$ cat src/flah_pkg.sv
// Types, constants and helper functions shared by the four-lane ARX hash.
// No dependencies; flah_datapath, flah_ctrl, the top level and the testbench refer to it by scoped names.
`timescale 1ns / 1ps

package flah_pkg;

    // Request codes carried in req_type
    localparam logic REQ_START = 1'b0;
    localparam logic REQ_DATA  = 1'b1;

    // Seeding and finaliser multipliers
    localparam logic [63:0] PHI = 64'h9E3779B97F4A7C15;
    localparam logic [63:0] MX1 = 64'h85EBCA77C2B2AE3D;
    localparam logic [63:0] MX2 = 64'hBF58476D1CE4E5B9;
    localparam logic [63:0] MX3 = 64'h94D049BB133111EB;

    // Lane rotations
    localparam int unsigned ROT_ONE   = 11;
    localparam int unsigned ROT_TWO   = 17;
    localparam int unsigned ROT_THREE = 23;
    localparam int unsigned ROT_FOUR  = 57;

    // Finaliser xorshift amounts
    localparam int unsigned FOLD_SHIFT  = 29;
    localparam int unsigned FIN_SHIFT_A = 31;
    localparam int unsigned FIN_SHIFT_B = 37;
    localparam int unsigned FIN_SHIFT_C = 41;

    // Last lane index and last finaliser round
    localparam logic [1:0] LAST_LANE  = 2'd3;
    localparam logic [1:0] LAST_ROUND = 2'd2;

    typedef enum logic [3:0] {
        S_IDLE,
        S_LEN_GO,
        S_LEN_WAIT,
        S_SEED_GO,
        S_SEED_WAIT,
        S_FOLD,
        S_FIN_GO,
        S_FIN_WAIT,
        S_LOAD
    } flah_state_t;

    // Operand selection for the shared multiplier
    typedef enum logic [1:0] {
        MSEL_LEN,
        MSEL_BASE,
        MSEL_FIN
    } flah_msel_t;

    // Destination of a finished product
    typedef enum logic [1:0] {
        WB_NONE,
        WB_BASE,
        WB_LANE,
        WB_FIN
    } flah_wb_t;

    typedef struct packed {
        logic       start;
        logic       data;
        logic       mul_go;
        flah_msel_t msel;
        logic [1:0] idx;
        flah_wb_t   wb;
        logic       fold;
        logic       load;
    } flah_cmd_t;

    typedef struct packed {
        logic mul_done;
        logic last_word;
        logic len_zero;
    } flah_sts_t;

    function automatic logic [63:0] rotl(input logic [63:0] x, input int unsigned k);
        return (x << k) | (x >> (64 - k));
    endfunction

    function automatic logic [63:0] seed_const(input logic [1:0] idx);
        logic [63:0] c;
        case (idx)
            2'd0:    c = PHI;
            2'd1:    c = MX1;
            2'd2:    c = MX2;
            default: c = MX3;
        endcase
        return c;
    endfunction

    function automatic logic [63:0] fin_const(input logic [1:0] idx);
        logic [63:0] c;
        case (idx)
            2'd0:    c = MX1;
            2'd1:    c = MX2;
            default: c = PHI;
        endcase
        return c;
    endfunction

    function automatic logic [63:0] fin_mix(input logic [63:0] x, input logic [1:0] idx);
        logic [63:0] r;
        case (idx)
            2'd0:    r = x ^ (x >> FIN_SHIFT_A);
            2'd1:    r = x ^ (x >> FIN_SHIFT_B);
            default: r = x ^ (x >> FIN_SHIFT_C);
        endcase
        return r;
    endfunction

    // Keep the first n bytes of a word, n from 0 to 7
    function automatic logic [63:0] tail_mask(input logic [2:0] n);
        logic [63:0] m;
        for (int i = 0; i < 8; i++)
        begin
            m[8*i +: 8] = (3'(i) < n) ? 8'hFF : 8'h00;
        end
        return m;
    endfunction

endpackage

$ cat src/flah_ctrl.sv
// Controller of the hash block: handshakes, seeding and finaliser sequence.
// Depends on flah_pkg; issues commands to flah_datapath.
`timescale 1ns / 1ps

module flah_ctrl
(
    input  logic                clk,
    input  logic                rst_n,
    input  logic                in_valid,
    input  logic                in_req_type,
    output logic                in_ready,
    output logic                out_valid,
    input  logic                out_ready,
    input  flah_pkg::flah_sts_t sts,
    output flah_pkg::flah_cmd_t cmd
);

    flah_pkg::flah_state_t state_reg, state_next;
    logic [1:0]            idx_reg, idx_next;
    logic                  out_valid_reg, out_valid_next;

    // Hold state, step counter and output valid
    always_ff @(posedge clk or negedge rst_n)
    begin
        if (!rst_n)
        begin
            state_reg     <= flah_pkg::S_IDLE;
            idx_reg       <= 2'd0;
            out_valid_reg <= 1'b0;
        end
        else
        begin
            state_reg     <= state_next;
            idx_reg       <= idx_next;
            out_valid_reg <= out_valid_next;
        end
    end

    // Next state and commands
    always_comb
    begin
        state_next     = state_reg;
        idx_next       = idx_reg;
        out_valid_next = out_valid_reg && !out_ready;
        in_ready       = 1'b0;
        cmd            = '0;
        cmd.msel       = flah_pkg::MSEL_LEN;
        cmd.wb         = flah_pkg::WB_NONE;
        cmd.idx        = idx_reg;

        unique case (state_reg)
            flah_pkg::S_IDLE:
            begin
                in_ready = 1'b1;
                if (in_valid)
                begin
                    if (in_req_type == flah_pkg::REQ_START)
                    begin
                        cmd.start  = 1'b1;
                        state_next = flah_pkg::S_LEN_GO;
                    end
                    else
                    begin
                        cmd.data = 1'b1;
                        if (sts.last_word)
                        begin
                            state_next = flah_pkg::S_FOLD;
                        end
                    end
                end
            end
            flah_pkg::S_LEN_GO:
            begin
                cmd.mul_go = 1'b1;
                cmd.msel   = flah_pkg::MSEL_LEN;
                state_next = flah_pkg::S_LEN_WAIT;
            end
            flah_pkg::S_LEN_WAIT:
            begin
                if (sts.mul_done)
                begin
                    cmd.wb     = flah_pkg::WB_BASE;
                    idx_next   = 2'd0;
                    state_next = flah_pkg::S_SEED_GO;
                end
            end
            flah_pkg::S_SEED_GO:
            begin
                cmd.mul_go = 1'b1;
                cmd.msel   = flah_pkg::MSEL_BASE;
                state_next = flah_pkg::S_SEED_WAIT;
            end
            flah_pkg::S_SEED_WAIT:
            begin
                cmd.msel = flah_pkg::MSEL_BASE;
                if (sts.mul_done)
                begin
                    cmd.wb = flah_pkg::WB_LANE;
                    if (idx_reg == flah_pkg::LAST_LANE)
                    begin
                        state_next = sts.len_zero ? flah_pkg::S_FOLD : flah_pkg::S_IDLE;
                    end
                    else
                    begin
                        idx_next   = idx_reg + 2'd1;
                        state_next = flah_pkg::S_SEED_GO;
                    end
                end
            end
            flah_pkg::S_FOLD:
            begin
                cmd.fold   = 1'b1;
                idx_next   = 2'd0;
                state_next = flah_pkg::S_FIN_GO;
            end
            flah_pkg::S_FIN_GO:
            begin
                cmd.mul_go = 1'b1;
                cmd.msel   = flah_pkg::MSEL_FIN;
                state_next = flah_pkg::S_FIN_WAIT;
            end
            flah_pkg::S_FIN_WAIT:
            begin
                cmd.msel = flah_pkg::MSEL_FIN;
                if (sts.mul_done)
                begin
                    cmd.wb = flah_pkg::WB_FIN;
                    if (idx_reg == flah_pkg::LAST_ROUND)
                    begin
                        state_next = flah_pkg::S_LOAD;
                    end
                    else
                    begin
                        idx_next   = idx_reg + 2'd1;
                        state_next = flah_pkg::S_FIN_GO;
                    end
                end
            end
            flah_pkg::S_LOAD:
            begin
                // Wait for the output register to drain
                if (!out_valid_reg || out_ready)
                begin
                    cmd.load       = 1'b1;
                    out_valid_next = 1'b1;
                    state_next     = flah_pkg::S_IDLE;
                end
            end
            default:
            begin
                state_next = flah_pkg::S_IDLE;
            end
        endcase
    end

    assign out_valid = out_valid_reg;

endmodule

$ cat config.mk
export PLATFORM = sky130hd
export DESIGN_NAME = flah_ctrl
export DESIGN_NICKNAME = d
export VERILOG_FILES = /design/src/flah_pkg.sv /design/src/flah_ctrl.sv
export SDC_FILE = /design/constraint.sdc
export NUM_CORES = 1
export LEC_CHECK = 0
export BUFFER_PORTS_ARGS = -buffer_cell sky130_fd_sc_hd__buf_2
export CAP_MARGIN = 40
export CORE_MARGIN = 2
export CORE_UTILIZATION = 40
export CTS_CLUSTER_DIAMETER = 40
export DETAILED_ROUTE_END_ITERATION = 10
export HOLD_SLACK_MARGIN = 0.08
export PLACE_DENSITY_LB_ADDON = 0.08
export SYNTH_ARGS = -nofsm -noshare
export SYNTH_HDL_FRONTEND = slang
export SYNTH_SLANG_ARGS = --single-unit
$ cat constraint.sdc
create_clock -name clk -period 2 [get_ports clk]
set_input_delay 0.1 -clock clk [delete_from_list [all_inputs] [get_ports clk]]
set_output_delay 0.1 -clock clk [all_outputs]
set_load 0.05 [all_outputs]
---- Word level (Yosys, flattened, before mapping) ----
Cells that the tools add are included.
word-level totals
  flip-flop bits (word level) ............. 7
  input bits .............................. 8
  output and inout port bits .............. 13
  word-level logic and storage cells ...... 66
cells by class
  add/subtract/negate cells ............... 1
  eq/ne operators ......................... 18
  muxes and demuxes ....................... 33
  reduce and logical (&&, ||, !) cells .... 11
operators with widths
  operator                                        number
  one-hot mux 4 bit (9 select lines)              1
  two-way mux 4 bit                               8
  two-way mux 2 bit                               9
  == test 4 x 3 -> 1 bit (second input constant)  4
  inequality test 2 bit (second input constant)   7
  AND reduction 6 bit                             2
  two-way mux 1 bit                               10
  == test 4 x 2 -> 1 bit (second input constant)  2
  one-hot mux 2 bit (4 select lines)              1
  two-way mux 3 bit                               2
  one-hot mux 2 bit (3 select lines)              1
  == test 2 bit (second input constant)           2
  == test 4 x 1 -> 1 bit (second input constant)  1
  == test 4 bit (second input constant)           1
  logical NOT 4 bit                               1
  one-hot mux 2 bit (2 select lines)              1
  nonzero test 4 bit                              1
  OR reduction 2 bit                              2
  inequality test 3 bit (second input constant)   1
  OR reduction 3 bit                              1
  adder 2 x 1 -> 2 bit (second input constant)    1
  logical NOT 1 bit                               2
  logical AND 1 bit                               1
  logical OR 1 bit                                1

---- Longest topological paths before layout ----
Gate-level depths: netlist (run 1).
  depth after elaboration ................. 4
  mapped depth ............................ 6
  gate-level depth less buffers ........... 6

---- Least setup slack after synthesis (run 1) ----
No wires, ideal clock.
  path type ............................... register -> output
  from .................................... register state_reg[1]
  to ...................................... output cmd[10] in the netlist's numbering
  arrival ................................. 2.095 ns
  required time ........................... 1.900 ns
  path slack .............................. -0.195 ns
  cell stages (with the launch flop) ...... 6
  path buffers ............................ 1
  cell sequence ........................... dfrtp_1 -> buf_6 -> or3_4 -> nor2_2 -> nand2_1 -> nor2_1
RTL lines
  element                 RTL line         source
  start, declared         flah_ctrl.sv:18  flah_pkg::flah_state_t state_reg, state_next;
  start signal, assigned  flah_ctrl.sv:27  state_reg <= flah_pkg::S_IDLE;
  start signal, assigned  flah_ctrl.sv:33  state_reg <= state_next;
  end, declared           flah_ctrl.sv:15  output flah_pkg::flah_cmd_t cmd

==> results of run 1 <==
## power by group through the flow
| stage | registers, W | clock network, W | logic [W] |
|---|---|---|---|
| 2_1_floorplan | 0.000273 | 0 | 0.000785 |
| 3_3_place_gp | 0.000251 | 0 | 0.000982 |
| 3_5_place_dp | 0.000252 | 0 | 0.000979 |
| 4_1_cts | 0.000250 | 0.000136 | 0.000985 |
| 5_1_grt | 0.000266 | 0.000150 | 0.00108 |
| 6_report | 0.000257 | 0.000131 | 0.000988 |
## stage by stage
| stage | cells | setup WS [ns] | util |
|---|---|---|---|
| 2_1_floorplan | 84 | 0.00357 | - |
| 3_3_place_gp | 116 | 0.379 | 0.494 |
| 3_5_place_dp | 116 | 0.350 | 0.494 |
| 4_1_cts | 121 | 0.0669 | 0.518 |
| 5_1_grt | 121 | 0.0927 | 0.522 |
| 6_report | 121 | 0.233 | 0.522 |
## cell families (layout without fill, tap and decap cells)
| kind of cell | Yosys count | count (layout) | synth area share |
|---|---|---|---|
| simple gates | 42 | 42 | 0.334 |
| compound gates | 18 | 18 | 0.208 |
| buf+inv | 12 | 33 | 0.0968 |
| flops | 7 | 7 | 0.277 |
| fa+ha+maj | 2 | 2 | 0.0395 |
| mux | 2 | 2 | 0.0316 |
| xor+xnor | 1 | 1 | 0.0138 |
## layer usage
| metal | track usage | vias up | share of wire |
|---|---|---|---|
| met3 | 0.0625 | 0 | 0.065 |
| met5 | 0 | - | 0 |
| li1 | - | 338 | - |
| met1 | 0.261 | 311 | 0.46 |
| met4 | 0.0364 | 0 | 0 |
| met2 | 0.262 | 25 | 0.48 |
## placed cells by master (no fill, tap or decap), types with 2 or more instances in the layout
| master | Yosys | final |
|---|---|---|
| nand2_1 | 8 | 8 |
| o21ai_0 | 4 | 4 |
| mux2i_1 | 2 | 2 |
| nor3_1 | 3 | 3 |
| nand2b_1 | 3 | 3 |
| nor2_2 | 1 | 2 |
| clkbuf_4 | 0 | 3 |
| nor2_1 | 13 | 12 |
| buf_2 | 4 | 20 |
| nand3_1 | 3 | 3 |
| buf_4 | 1 | 3 |
| dfrtp_1 | 7 | 6 |
| a21oi_1 | 3 | 3 |
| ha_1 | 2 | 2 |
| or3_1 | 2 | 2 |
| and3_1 | 2 | 2 |
| inv_1 | 4 | 4 |
## repair_timing
item / CTS / global route
endpoints found under the setup margin: 0 / 3
hold endpoints to repair: 7 / 0
buffers inserted: 0 / 0
gates resized for setup: 0 / 2
hold buffers: 1 / 0
## synthesized netlist by cell type (all sizes together) (3+ instances only)
cell type,count
a21oi,3
buf,6
dfrtp,7
inv,4
nand2,8
nand2b,3
nand3,3
nor2,14
nor3,3
o21ai,4
or3,3
## final timing paths
check / startpoint / end / slack [ns] / cells past startpoint
max: state_reg[2]$_DFFE_PN0P_ / cmd[6] / 0.23 / 4
min: sts[2] / state_reg[0]$_DFFE_PN0P_ / 0.15 / 2
max reg2reg: idx_reg[0]$_DFFE_PN0P_ / idx_reg[1]$_DFFE_PN0P_ / 0.39 / 6
min reg2reg: out_valid$_DFF_PN0_ / out_valid$_DFF_PN0_ / 0.52 / 2
max in group asynchronous: rst_n / state_reg[2]$_DFFE_PN0P_ / 1.62 / 2
min in group asynchronous: rst_n / state_reg[0]$_DFFE_PN0P_ / 0.22 / 2
## cell type report
cell class | count | area [sq um]
Fill cell | 165 | 712
Tap cell | 16 | 20.0
Clock buffer | 4 | 26.3
Inverter | 5 | 22.5
Multi-Input combinational cell | 65 | 399
Sequential cell | 7 | 176
Timing Repair Buffer | 24 | 133
==> qor.yml, run 1 <==
fin_setup_tns_ns: 0
syn_to_final_growth_pct: 22.7
cts_max_level: 1
synth-seq-cells: 7
synthTopCellsByArea: "dfrtp_1 28%, nor2_1 7.7%, nand2_1 4.7%, ha_1 4.0%, buf_2 3.2%"
clock_latency_ns: 0.25
ys_seq_area_frac: 0.277
critical-path-top-delay-family: "buffers and inverters"
fin_crit_ns: 1.77
swShare: 0.573
synth_cells: 84
synth_edf_count: 0
drcViolationCount: 0
synth_nets: 94
path_buf_inv: 2
min_path_type: "in -> reg"
worstPathArrival_ns: 1.67
ant_nets: 0
p_total_w: 0.00138
postRouteWirelength_mm: 1.52
hold_viol_final: 0
rsz0062_at_grt: "no"
setup_violations: 0
async_reset_ff_frac: 1.00
numCtsBuffers: 3
crit_path_start_kind: "register"
yosysWarnings: 0
grt_pass1_vias: 550
antenna_found_initial: 0
seq_power_share: 0.187
rows: 14
die_w_um: 43.8
cp.required_ns: 1.90
cts.sinks: 7
path_clk_slew_ns: 0.05
vias: 674
drtPass1Iterations: 4
max_slew.worst_pin.slew_ns: 0.415
dpl_cell_area_sq_um: 736
vdd_drop_max_uv: 763
fp.dieH_um: 43.8
path_class: "reg -> out"
num_io_pins: 21
fin_nets: 116
clock_skew_ns: 0.00168
largest_reg_flops: 4
p_leak_nw: 0.393
synth_top_area_cell: "dfrtp_1"
max-slew-margin-rel: 0.720
core-area_sq_mm: 0.00149
cts_max_path_buffers: 2
drive_above_1_share: 0.314
power_density_mw_per_mm2: 1770
antenna_cells: 0
p_sw_w: 0.000788
grt_overflow_total: 0
max_cap_violations: 0
slowest_stage: "dfrtp_2"
grt_pass1_wl_mm: 2.58
initial_core_util: 0.425
drt_iter0_drc: 21
slew_viol_final: 0
worst-path-max-fanout: 10
timing.fmax_ghz: 0.566
grt_max_degree: 19
fin_hold_ws_ns: 0.151
syn-cell-area_sq_um: 633
port-buffer-count: 20
track_usage: 0.181
cts_tree: "done"
clkPwrFrac: 0.095
root_buffer: "clkbuf_4"
cp-end-kind: "primary output"
yosys.area.top_type_share: 0.277
comb_power_share: 0.718
outcome: "complete, no violations"
finalInstanceArea_sq_um: 777
slowest_delay_ns: 0.47
wl_per_cell_um: 12.6
crit_chain: "clkinvlp_4, or3_1, a21oi_1, buf_2"
place.gp.congestion: 0.804
viasPerCell: 5.57
power.internal_w: 0.000588
syn_area_per_cell_sq_um: 7.54
fin_crit_sh: 0.884
dp_hpwl_mm: 1.11
dieArea_sq_mm: 0.00192
ys_types: 38
ys.flop_type: "dfrtp_1"
Note: power is estimated with default switching activity, not from simulation.
==> inputs of run 2 (changes only) <==
--- a/config.mk
+++ b/config.mk
@@ -7,8 +7,11 @@
 export LEC_CHECK = 0
 export BUFFER_PORTS_ARGS = -buffer_cell sky130_fd_sc_hd__buf_2
 export CAP_MARGIN = 40
+export CELL_PAD_IN_SITES_DETAIL_PLACEMENT = 1
+export CELL_PAD_IN_SITES_GLOBAL_PLACEMENT = 1
+export CORE_ASPECT_RATIO = 0.8
 export CORE_MARGIN = 2
-export CORE_UTILIZATION = 40
+export CORE_UTILIZATION = 36
 export CTS_CLUSTER_DIAMETER = 40
 export DETAILED_ROUTE_END_ITERATION = 10
 export HOLD_SLACK_MARGIN = 0.08
==> run 2 against run 1 <==
  * Die area is 10% higher
  * Cell count is 5.0% higher
  * Clock-buffer cell count stayed put
  * Largest power group unchanged
==> qor.yml, run 2 (synthesized netlist as in run 1, its figures left out) <==
drcViolationCount: 0
min-delay-start: "sts[2]"
fin_hold_ws_ns: 0.152
dieArea_sq_mm: 0.00211
critical-path-top-delay-family: "flip-flops"
min_path_type: "in -> reg"
grt_overflow_total: 0
cts_max_level: 1
layout_commonest_cell: "buf_2"
rows: 13
cp.required_ns: 1.90
largest_reg_flops: 4
hold_end: "state_reg[0]$_DFFE_PN0P_"
slew_viol_final: 0
worstPathArrival_ns: 1.73
fin_crit_ns: 1.83
hold_viol_final: 0
cp-startpoint: "state_reg[2]$_DFFE_PN0P_"
slowest_stage: "dfrtp_2"
postRouteWirelength_mm: 1.92
die_w_um: 50.9
cts.sinks: 7
layout_common_cells: "20 x buf_2, 12 x nor2_1, 8 x nand2_1"
rrSetupSlack_ns: 0.37
drtPass1Iterations: 4
numCtsBuffers: 3
rr_startpoint: "idx_reg[0]$_DFFE_PN0P_"
core-area_sq_mm: 0.00164
path_class: "reg -> out"
antenna_found_initial: 0
syn_to_final_growth_pct: 23.9
worstRegToRegCells: 6
clkPwrFrac: 0.098
path_clk_slew_ns: 0.06
max_slew.worst_pin.slew_ns: 0.395
p_leak_nw: 0.394
num_io_pins: 21
cp-end-kind: "primary output"
track_usage: 0.198
dp.cells: 122
dp_hpwl_mm: 1.44
vdd_drop_max_uv: 847
grt_max_degree: 12
viasPerCell: 5.63
ant_nets: 0
fin_nets: 116
clock_latency_ns: 0.26
fin_crit_sh: 0.915
slowest_delay_ns: 0.48
rsz0062_at_grt: "no"
timing.fmax_ghz: 0.547
hold_depth: 2
clock_skew_ns: 0.00178
comb_power_share: 0.708
cts_max_path_buffers: 2
wl_per_cell_um: 15.1
max-slew-margin-rel: 0.734
grt_pass1_wl_mm: 3.11
crit_chain: "clkinvlp_4, nor2_1, nand2_1, a21oi_1, buf_2"
vias: 715
power_density_mw_per_mm2: 1820
fp.dieH_um: 41.5
outcome: "complete, no violations"
port-buffer-count: 20
fin_setup_tns_ns: 0
initial_core_util: 0.385
power.internal_w: 0.000592
setup_violations: 0
p_sw_w: 0.000833
swShare: 0.585
grt_pass1_vias: 640
antenna_cells: 0
drive_above_1_share: 0.314
r2r-end: "idx_reg[1]$_DFFE_PN0P_"
place.gp.congestion: 0.824
crit_path_start_kind: "register"
worst-path-max-fanout: 10
root_buffer: "clkbuf_4"
seq_power_share: 0.194
cts_tree: "done"
max_cap_violations: 0
finalNonFillerCells: 127
path_buf_inv: 2
drt_iter0_drc: 14
run 2: routing by layer:
metal,GRT usage,part of all wire
met4,0.0811,0.019
met5,0,0
met2,0.318,0.47
met1,0.251,0.45
met3,0.0540,0.060
run 2: worst max path at each step:
stage                     depth (start not counted)       to
final                                             5   cmd[3]
after global routing                              5   cmd[3]
after CTS                                         5   cmd[3]
after detailed placement                          5   cmd[3]
after global placement                            4   cmd[6]
after floorplan                                   5  cmd[10]
run 2: what timing repair did:
action,CTS,global route
endpoints found under the setup margin,0,3
hold buffers,1,0
buffers inserted,0,0
gates resized for setup,0,2
hold endpoints to repair,7,0
run 2: power groups by stage:
stage,logic (W),clock network [W],registers [W]
5_1_grt,0.00109,0.000150,0.000287
3_3_place_gp,0.000981,0,0.000264
6_report,0.00101,0.000139,0.000277
3_5_place_dp,0.000998,0,0.000268
2_1_floorplan,0.000785,0,0.000273
4_1_cts,0.00101,0.000139,0.000269
run 2: stage by stage:
step	total power [W]	util	area [sq um]	setup slack (ns)
final	0.00142	0.478	785	0.170
after global routing	0.00152	0.478	785	0.0760
after CTS	0.00142	0.474	779	0.000305
after detailed placement	0.00127	0.452	743	0.309
after global placement	0.00124	0.452	743	0.399
after floorplan	0.00106	-	636	0.00357
run 2: cell type report:
cell class / count / area [sq um]
Sequential cell: 7 / 176
Fill cell: 231 / 858
Timing Repair Buffer: 24 / 133
Clock buffer: 4 / 26.3
Tap cell: 22 / 27.5
Inverter: 5 / 22.5
Multi-Input combinational cell: 65 / 399
